--- config.mk ---
export PLATFORM = sky130hd
export DESIGN_NAME = acmac_ctrl
export DESIGN_NICKNAME = d
export VERILOG_FILES = /design/src/acmac_pkg.sv /design/src/acmac_ctrl.sv
export SDC_FILE = /design/constraint.sdc
export NUM_CORES = 1
export LEC_CHECK = 0
export ABC_AREA = 1
export BUFFER_PORTS_ARGS = -buffer_cell sky130_fd_sc_hd__buf_2
export CAP_MARGIN = 15
export CORE_AREA = 2 2 39 41
export DETAILED_ROUTE_END_ITERATION = 8
export DIE_AREA = 0 0 41 43
export PLACE_DENSITY = 0.75
export SKIP_CTS_REPAIR_TIMING = 1
export SYNTH_ARGS = -nofsm -noshare
export SYNTH_HDL_FRONTEND = slang
export SYNTH_SLANG_ARGS = --single-unit
--- constraint.sdc ---
create_clock -name clock -period 2.4 [get_ports clock]
set_input_delay 0.48 -clock clock [delete_from_list [all_inputs] [get_ports clock]]
set_output_delay 0.48 -clock clock [all_outputs]
set_load 0.02 [all_outputs]
--- src/acmac_pkg.sv ---
package acmac_pkg;

   localparam int unsigned BlkW = 128;
   localparam int unsigned KeyW = 256;

   typedef enum logic [1:0] {
      FUNC_LOAD    = 2'd0,
      FUNC_ADVANCE = 2'd1,
      FUNC_MAC     = 2'd2,
      FUNC_NONE    = 2'd3
   } func_type;

   typedef enum logic [2:0] {
      CSR_KEY0 = 3'd0,
      CSR_KEY1 = 3'd1,
      CSR_KEY2 = 3'd2,
      CSR_KEY3 = 3'd3,
      CSR_MODE = 3'd4
   } csr_index_type;

   localparam logic [7:0] RbConst = 8'h87;

   typedef enum logic [1:0] {
      SRC_COUNTER = 2'd0,
      SRC_ZERO    = 2'd1,
      SRC_DATA    = 2'd2
   } src_type;

   typedef struct packed {
      logic    load_in;
      logic    load_ctr;
      logic    inc_ctr;
      logic    start;
      src_type src;
      logic    add_k1;
      logic    save_chain;
      logic    save_k1;
      logic    save_out;
   } cmd_type;

   typedef struct packed {
      logic done;
      logic first;
      logic last;
      func_type func;
   } sts_type;

   function automatic logic [7:0] xtime(input logic [7:0] a);
      return {a[6:0], 1'b0} ^ (a[7] ? 8'h1b : 8'h00);
   endfunction

   function automatic logic [7:0] sbox(input logic [7:0] x);
      logic [7:0] r, b, p, aa, bb;
      logic [7:0] e;
      r = 8'd1;
      b = x;
      e = 8'd254;
      for (int k = 0; k < 8; k++) begin
         if (e[k]) begin
            p = 8'd0; aa = r; bb = b;
            for (int i = 0; i < 8; i++) begin
               if (bb[i]) p = p ^ aa;
               aa = xtime(aa);
            end
            r = p;
         end
         p = 8'd0; aa = b; bb = b;
         for (int i = 0; i < 8; i++) begin
            if (bb[i]) p = p ^ aa;
            aa = xtime(aa);
         end
         b = p;
      end
      return r ^ {r[6:0], r[7]} ^ {r[5:0], r[7:6]} ^ {r[4:0], r[7:5]} ^ {r[3:0], r[7:4]}
             ^ 8'h63;
   endfunction

   function automatic logic [31:0] sub_word(input logic [31:0] w);
      return {sbox(w[31:24]), sbox(w[23:16]), sbox(w[15:8]), sbox(w[7:0])};
   endfunction

endpackage

--- src/acmac_ctrl.sv ---
module acmac_ctrl (
   input  logic               clock,
   input  logic               reset,
   input  logic               req_tvalid,
   output logic               req_tready,
   output logic               rsp_tvalid,
   input  logic               rsp_tready,
   input  acmac_pkg::sts_type sts,
   output acmac_pkg::cmd_type cmd
);
   import acmac_pkg::*;

   typedef enum logic [6:0] {
      S_IDLE  = 7'b0000001,
      S_DEC   = 7'b0000010,
      S_CTR   = 7'b0000100,
      S_ZERO  = 7'b0001000,
      S_BLK   = 7'b0010000,
      S_OUT   = 7'b0100000,
      S_START = 7'b1000000
   } state_type;

   state_type st_ff, st_in;
   logic      open_ff, open_in;

   assign req_tready = (st_ff == S_IDLE);
   assign rsp_tvalid = (st_ff == S_OUT);

   always_comb begin
      cmd = '0;
      cmd.src = SRC_DATA;
      st_in = st_ff;
      open_in = open_ff;
      case (st_ff)
         S_IDLE: if (req_tvalid) begin
            cmd.load_in = 1'b1;
            st_in = S_DEC;
         end
         S_DEC: begin
            st_in = S_IDLE;
            case (sts.func)
               FUNC_LOAD:    cmd.load_ctr = 1'b1;
               FUNC_ADVANCE: cmd.inc_ctr = 1'b1;
               FUNC_MAC: begin
                  if (sts.first || !open_ff) begin
                     cmd.src = SRC_COUNTER; cmd.start = 1'b1; st_in = S_CTR;
                  end else st_in = S_START;
               end
               default: ;
            endcase
         end
         S_CTR: if (sts.done) begin
            cmd.save_chain = 1'b1;
            cmd.src = SRC_ZERO; cmd.start = 1'b1; st_in = S_ZERO;
         end
         S_ZERO: if (sts.done) begin
            cmd.save_k1 = 1'b1; open_in = 1'b1; st_in = S_START;
         end
         S_START: begin
            cmd.add_k1 = sts.last; cmd.start = 1'b1; st_in = S_BLK;
         end
         S_BLK: if (sts.done) begin
            cmd.save_chain = 1'b1;
            if (sts.last) begin
               cmd.save_out = 1'b1; open_in = 1'b0; st_in = S_OUT;
            end else st_in = S_IDLE;
         end
         S_OUT: if (rsp_tready) st_in = S_IDLE;
         default: st_in = S_IDLE;
      endcase
   end

   always_ff @(posedge clock) begin
      if (reset) begin
         st_ff <= S_IDLE; open_ff <= 1'b0;
      end else begin
         st_ff <= st_in; open_ff <= open_in;
      end
   end

`ifndef ASSERT_OFF
   a_one_src: assert property (@(posedge clock) disable iff (reset)
      !(cmd.load_ctr && cmd.inc_ctr)) else $error("counter load and advance together");
   a_out_hold: assert property (@(posedge clock) disable iff (reset)
      rsp_tvalid && !rsp_tready |=> rsp_tvalid) else $error("response dropped");
   a_out_from_blk: assert property (@(posedge clock) disable iff (reset)
      $rose(rsp_tvalid) |-> $past(st_ff == S_BLK)) else $error("response without tag");
`endif
endmodule

==> results.md, run 1 <==
- Slowest stage cell, crit path: dfxtp_1
- Combinational power share: 52.0%
- Die H: 43 um
- Register area share after synthesis: 26.0%
- Overall power: 0.601 mW
- Vias: 693
- P per Cell Area: 791 nW/um^2
- Worst min path class: input pin to register
- Worst Setup Start Kind: register
- CP Cell Sequence: inv_1, nand3_2, nor2_2, inv_1, nor3_2, o21ai_0, buf_2
- Worst reg2reg startpoint: st_ff[3]
- CP most frequent cell: inv_1
- Diodes inserted: 0
- GRT Util Overall: 18.2%
- Area of the multi-input gates: about 360 sq um
- Half-perimeter wire length after placement: 1170 um
- Setup TNS: 0 ps
- Initial antenna violation count: 0
- H-tree levels: 1
- Final WL: 1400 um
- Slew HR: a little over 80%
- Sw power: 0.285 mW
- Vias/cell: about 4.7
- Initial core utilization: between 40 and 50%
- Max clock buf depth: 2
- Post-detailed-route wirelength per cell: 9.49 um
- Drc violations: 0
- Status: completed
- Syn Std Cell Area: about 620 sq um
- Clock sink total: 8
- RSZ-0062 raised after global routing: no
- Final worst-path cycle share: a little over four fifths
- Row cnt: 14
- CP bufs+invs: 3
- Vias in the first global route: ~620
- Max incr delay on CP: 310 ps
- Clock power frac: between 10% and 20%
- Synth top area share: between 20% and 30%
- Clk_lat worst skew: ~270 ps
- Leakage: around 0.45 nW
- Synth Instances: 109
- Crit. End Element: primary output
- Die width: 41 um
- Initial DRT Pass Iterations: 4
- I/O pin count: 21
- Worst clock skew: 7.05 ps
- Internal Power: between 0.3 and 0.4 mW
- Routability Congestion: 0.884
- Most common cell after layout, fill and taps aside: inv_1
- Synth Register Bits: 8
- Critical path peak fanout: 5
- WS Path Type: register to primary output
- Largest net degree at the start of global routing: 7
- CTS clk-pin slew, worst paths: 60 ps
- VDD IR max: ~0.00042 V
- Fmax: 491 MHz
- Hold Startpoint: reset
- Area grow syn2layout: 23.1%
- Synth Warn #: 0
- Area after DPL: 737 sq um
- Design area: 759 sq um
- Root Driver: clkbuf_4
- Post-synthesis area per instance: about 5.7 sq um
- Share of post-route cells with drive strength above 1: 29.5%
- Critical Path AT: 1560 ps
- Port bufs: 20
- Core footprint: ~1400 sq um
- Most frequent cells in the layout: inv_1 (25), nand2_1 (20), nor2_1 (20), buf_2 (20), nand3_1 (9)
- Nets: 143
- Synth area leaders: dfxtp_1 (26%), inv_1 (15%), nand2_1 (12%), nor2_1 (12%), nand3_1 (7.3%)
- Hold Vio Cnt, Final: 0
- Syn Nets: around 120
- Area occupied by registers: 160 sq um
- Net Sw Frac: 47.4%
- Final ANT Viol Nets: 0
- CTS tree: done
- Worst setup path startpoint: st_ff[4]
- Setup Viol. Count Final: 0
- Fill count: 146
- Final non-filler cell total: 148
- Hold slack: about 450 ps
- Num CTS Buffers: 3
- Family with the most delay on the worst path: simple AND/OR/NAND/NOR gates
- GRT overflow: 0
- Max cap viols: 0
- Area leader, netlist: dfxtp_1
- Flop pwr share: 29.1%
- Worst reg-to-reg setup slack: 1120 ps
- Max Transition Viols Final: 0
- Final min period: 2040 ps
- Placed cell count: 145
- Actual slew at the worst max-slew pin: 289 ps
- Die area: 1760 sq um
- Cell variety after synth: 15
- Crit path required time: about 1900 ps
- First-pass GRT wire length: 2210 um
- Initial DRC count: 17
## logic make-up (layout without fill, tap and decap cells)
family | count (synthesis) | in the layout | share of synthesized area, %
AO/OA/AOI/OAI | 6 | 6 | 4.87
buffers and inverters | 27 | 50 | 16.4
flip-flops | 8 | 8 | 26.0
AND/OR/NAND/NOR | 68 | 68 | 52.7
## routing by layer
layer  global-route usage (%)  routed length [um]
met1                     21.9                 632
met2                     29.7                 653
met3                     3.14                 102
met4                     8.00                  17
met5                        0                   0
## cell usage after synthesis
master    count
a21oi_1       4
dfxtp_1       8
inv_1        25
inv_2         2
nand2_1      20
nand2_2       6
nand3_1       9
nand3_2       2
nand3b_1      1
nor2_1       20
nor2_2        4
nor3_1        4
nor3_2        2
o21ai_0       1
o21ai_1       1
## power groups by stage
stage	combinational, mW	clock, mW	sequential (mW)
2_1_floorplan	0.240	0	0.175
3_3_place_gp	0.305	0	0.177
3_5_place_dp	0.312	0	0.178
4_1_cts	0.314	0.116	0.175
5_1_grt	0.350	0.118	0.178
6_report	0.312	0.114	0.175
## stage by stage
step	utilization, %	setup WS, ps
floorplan	-	571
global route	54.9	216
detailed placement	53.3	656
finish	54.9	364
CTS	54.9	362
global placement	53.3	678
## final cells by class
class / instances / share of cell area, %
clock buffer: 3 / 2.97
inverter: 27 / 13.3
multi-input combinational: 74 / 46.8
sequential: 8 / 21.1
tap: 16 / 2.64
timing repair buffer: 20 / 13.2
## flip-flops by register name, indices dropped and copies added, names as in the netlist
| signal | flops |
|---|---|
| st_ff | 7 |
| open_ff | 1 |
## final timing paths
path / cells after the start / to
max: 7 / cmd[5]
min: 2 / st_ff[5]
max reg2reg: 10 / st_ff[6]
min reg2reg: 2 / open_ff
(Power assumes the default switching activity.)
==> inputs of run 2 (changes only) <==
ABC_AREA = 0   (was 1)
PLACE_DENSITY = 0.72   (was 0.75)
clock period = 1.9 ns   (was 2.4 ns; I/O delays follow)
==> results.md, run 2 <==
- Worst Setup Start Kind: register
- Ys async rst share: 0%
- Predominant post-synthesis flop cell: dfxtp_1
- Core footprint: 1380 sq um
- Area after DPL: 831 sq um
- Actual slew at the worst max-slew pin: about 340 ps
- H-tree levels: 1
- Share of post-route cells with drive strength above 1: 57.3%
- Synth area leaders: dfxtp_1 (27%), nor2_1 (5.1%), nor4_1 (4.2%), o31ai_1 (3.8%), nor4b_1 (3.0%)
- Most common cell after layout, fill and taps aside: buf_4
- Drc violations: 0
- Final core occ: 72.2%
- Final ANT Viol Nets: 0
- Final Worst Setup Slack: -141 ps
- Max clock buf depth: 2
- Design area: 1000 sq um
- Worst min path class: input pin to register
- Critical path peak fanout: 4
- Setup Viol. Count Final: 9
- CTS tree: done
- CTS clk-pin slew, worst paths: 60 ps
- Fmax: 490 MHz
- Register area share after synthesis: 27.1%
- Routability Congestion: about 0.81
- Port bufs: 20
- I/O pin count: 21
- Syn Std Cell Area: 591 sq um
- GRT Util Overall: ~22%
- Die area: 1760 sq um
- RSZ-0062 raised after global routing: yes
- Clock sink total: 8
- Root Driver: clkbuf_4
- GRT overflow: 0
- Failing checks: negative setup slack
- Synth Warn #: 0
- Crit. End Element: primary output
- Leakage: 0.449 nW
- Initial antenna violation count: 0
- Largest regs: st_ff: 7 flops, open_ff: 1 flops
- Top reg by flops: st_ff
- Number of synthesized flops with an enable pin: 0
- WS Path Type: register to primary output
- Row cnt: 14
- Area leader, netlist: dfxtp_1
- Cell variety after synth: 40
- Nets: 121
- Crit path required time: 1520 ps
- Critical Path AT: 1660 ps
- Post-synth top cells: dfxtp_1 (8), nor2_1 (8), inv_1 (4), nor4_1 (4)
- Initial DRT Pass Iterations: 4
- Vias in the first global route: 612
- Worst clock skew: 7.87 ps
- Num CTS Buffers: 3
- Post-detailed-route wirelength per cell: 16.3 um
- Initial core utilization: 42.7%
- Synth top area share: 27.1%
- Max Transition Viols Final: 0
- Area grow syn2layout: 69.3%
- Final min period: 2040 ps
- Synth Register Bits: 8
- Vias/cell: 5.99
- Syn Nets: 82
- Hold Vio Cnt, Final: 0
- Dpl ws: 9.68 ps
- Most frequent cells in the layout: buf_4 (20), buf_2 (10), buf_6 (8)
- Synth Instances: 73
- Slew HR: ~77%
- Diodes inserted: 0
- Post-synthesis area per instance: approximately 8.1 sq um
- First-pass GRT wire length: 2640 um
- Final worst-path cycle share: 107%
- Final WL: 2060 um
- Die width: slightly above 40 um
- Max cap viols: 0
- Initial DRC count: 18
- Status: finished with violations
- Die H: 43 um
- Vias: 755
- Largest register FFs: 7
- Half-perimeter wire length after placement: 1280 um
- P per Cell Area: 481 nW/um^2
- Clk_lat worst skew: around 260 ps
- Largest net degree at the start of global routing: 13
- VDD IR max: 0.000270 V
## run 2: cell count changes after synthesis, moves of 3 or more
cell,delta
inv_1,-21
nand2_1,-17
nand2_2,-6
nand3_1,-6
nor2_1,-12
nor2_2,-4
nor4_1,+4
o31ai_1,+3
## run 2: stage by stage
stage / setup TNS (ps) / hold slack [ps] / instances / total power, mW
2_1_floorplan: -150 / 449 / 73 / 0.252
3_3_place_gp: 0 / 530 / 119 / 0.304
3_5_place_dp: 0 / 537 / 119 / 0.308
4_1_cts: -2040 / 378 / 122 / 0.444
5_1_grt: -1510 / 399 / 126 / 0.499
6_report: -895 / 382 / 126 / 0.480
## run 2: path summary, 6_finish.rpt
kind / endpoint / slack (ps) / start / cells past startpoint
max: cmd[7] / -140 / st_ff[1] / 5
min: st_ff[2] / 380 / reset / 2
max reg2reg: st_ff[0] / 50 / st_ff[0] / 6
min reg2reg: open_ff / 560 / open_ff / 2
## run 2: logic make-up after synthesis
| kind of cell | Yosys count | synth area share (%) |
|---|---|---|
| flip-flops | 8 | 27.1 |
| buffers and inverters | 8 | 7.20 |
| XOR/XNOR | 3 | 4.45 |
| AND/OR/NAND/NOR | 39 | 42.2 |
| AO/OA/AOI/OAI | 15 | 19.1 |
## run 2: routing by layer
metal  share of wire [%]  GRT usage [%]
met3                 3.7           3.66
met1                  41           29.5
met2                  52           32.5
met5                   0              0
met4                 3.2           12.0
## run 2: area by class of cell
class                           instances  area, sq um
Clock buffer                            3         22.5
Sequential cell                         8          164
Tap cell                               16         20.0
Timing Repair Buffer                   38          290
Multi-Input combinational cell         57          488
Fill cell                             102          384
Inverter                                4         15.0
## run 2: critical path: stages, from the launching register on
cell and delay, ps:
dfxtp_2 330, buf_6 120, or3b_4 390, buf_6 140, nor4b_4 250, buf_4 180
## run 2: report_power, final
part / internal [mW] / leakage [nW] / total (mW) / switching [mW]
Sequential: 0.174 / 0.0655 / 0.178 / 0.00378
Combinational: 0.0896 / 0.369 / 0.167 / 0.0774
Clock: 0.0726 / 0.0138 / 0.135 / 0.0627
Total: 0.337 / 0.449 / 0.480 / 0.144
==> inputs of run 3 (changes only) <==
SLEW_MARGIN = 10   (was not set)
clock period = 2.1 ns   (was 1.9 ns; I/O delays follow)
==> results.md, run 3 (synthesis gave the netlist of run 2 again) <==
- Setup Viol. Count Final: 0
- Top reg by flops: st_ff
- Clk_lat worst skew: 250 ps
- Diodes inserted: 0
- Net Sw Frac: 28.9%
- First-pass GRT wire length: 2570 um
- Status: completed
- Final ANT Viol Nets: 0
- Combinational power share: ~29%
- Worst clock skew: around 3.8 ps
- Vias in the first global route: 587
- Max cap viols: 0
- Row cnt: 14
- Num CTS Buffers: 3
- VDD IR max: 0.000328 V
- Max incr delay on CP: slightly below 600 ps
- WS Path Type: register to primary output
- Fmax: between 400 and 500 MHz
- Share of post-route cells with drive strength above 1: 49.5%
- Design area: ~850 sq um
- Vias/cell: 5.91
- Core footprint: 1380 sq um
- Initial DRC count: 29
- Largest regs: st_ff: 7 flops, open_ff: 1 flops
- Half-perimeter wire length after placement: between 1000 and 1500 um
- Clock power frac: 29.5%
- Vias: 680
- P per Cell Area: about 470 nW/um^2
- Crit path required time: 1680 ps
- Slew HR: approximately 76%
- Largest register FFs: 7
- Most common cell after layout, fill and taps aside: buf_2
- CTS tree: done
- Critical Path AT: 1650 ps
- Initial antenna violation count: 0
- Worst Setup Start Kind: register
- Hold Vio Cnt, Final: 0
- Leakage: a little under 0.4 nW
- Largest net degree at the start of global routing: 14
- H-tree levels: 1
- CP Cell Sequence: or4_4, nor2_4, a31oi_2, nand2_1, buf_6
- Final worst-path cycle share: between 90% and 100%
- GRT overflow: 0
- Family with the most delay on the worst path: simple AND/OR/NAND/NOR gates
- Port bufs: 20
- Final min period: 2070 ps
- I/O pin count: 21
- Nets: 110
- Slowest stage cell, crit path: or4_4
- Initial core utilization: 42.7%
- GRT Util Overall: 21.5%
- Internal Power: 0.286 mW
- Die H: 43 um
- Area grow syn2layout: 43.9%
- Flop pwr share: 41.7%
- Area after DPL: between 700 and 800 sq um
- CP bufs+invs: 1
- RSZ-0062 raised after global routing: yes
- Initial DRT Pass Iterations: 4
- Fill count: approximately 120
- Overall power: ~0.4 mW
- Most frequent cells in the layout: buf_2 (16), buf_4 (10), nor2_1 (7)
- Drc violations: 0
- Actual slew at the worst max-slew pin: 363 ps
- Die area: 1760 sq um
- Sw power: roughly 0.12 mW
- Routability Congestion: between 0.8 and 0.9
- CTS clk-pin slew, worst paths: around 60 ps
- Root Driver: clkbuf_4
- Max Transition Viols Final: 0
- Max clock buf depth: 2
- Final WL: 1700 um
- Crit. End Element: primary output
- Worst min path class: input pin to register
- Die width: 41 um
- Final core occ: between 60% and 70%
- Clock sink total: 8
- Critical path peak fanout: 5
- Post-detailed-route wirelength per cell: roughly 15 um
-- run 3: changes by cell type in the layout (fill, tap and decap cells not counted), sizes merged --
cell	change
buf	-11
-- run 3: path summary, 6_finish.rpt --
kind                                from        to  slack, ps  cells after the start
worst max-delay path            st_ff[6]    cmd[6]         30                      5
worst min-delay path               reset  st_ff[1]        430                      2
worst max register to register  st_ff[6]  st_ff[0]         80                      4
worst min register to register   open_ff   open_ff        560                      2
-- run 3: area by class of cell --
type,instances,area [sq um],share of cell area [%]
timing repair buffer,27,166,19.6
sequential,8,165,19.4
inverter,4,15.0,1.77
multi-input combinational,57,460,54.2
clock buffer,3,22.5,2.65
tap,16,20.0,2.36
-- run 3: through the flow --
step,setup WS [ps],cells,hold WS [ps],TNS [ps]
2_1_floorplan,9.88,73,489,0
5_1_grt,-14.3,115,444,-38.8
6_report,31.6,115,430,0
3_3_place_gp,139,111,535,0
3_5_place_dp,89.9,111,543,0
4_1_cts,-182,114,437,-413
-- run 3: worst reg2reg max path, delay by kind of cell, from the launching register on --
| kind | cells | cell delay (ps) |
|---|---|---|
| and+or+nand+nor | 2 | 940 |
| AOI/OAI and AO/OA | 2 | 640 |
| DFF | 1 | 330 |
-- run 3: metal layers --
metal	vias to the layer above	routed length, um	GRT usage, %
li1	334	-	-
met1	318	762	29.8
met3	3	83	3.14
met5	-	0	0
met2	25	829	32.5
met4	0	21	8.00
-- run 3: power by group through the flow --
stage | Sequential [mW] | Clock [mW] | Combinational (mW)
final | 0.167 | 0.118 | 0.116
after global routing | 0.169 | 0.128 | 0.124
after CTS | 0.163 | 0.119 | 0.0980
after detailed placement | 0.167 | 0 | 0.0973
after global placement | 0.166 | 0 | 0.0964
after floorplan | 0.165 | 0 | 0.0625
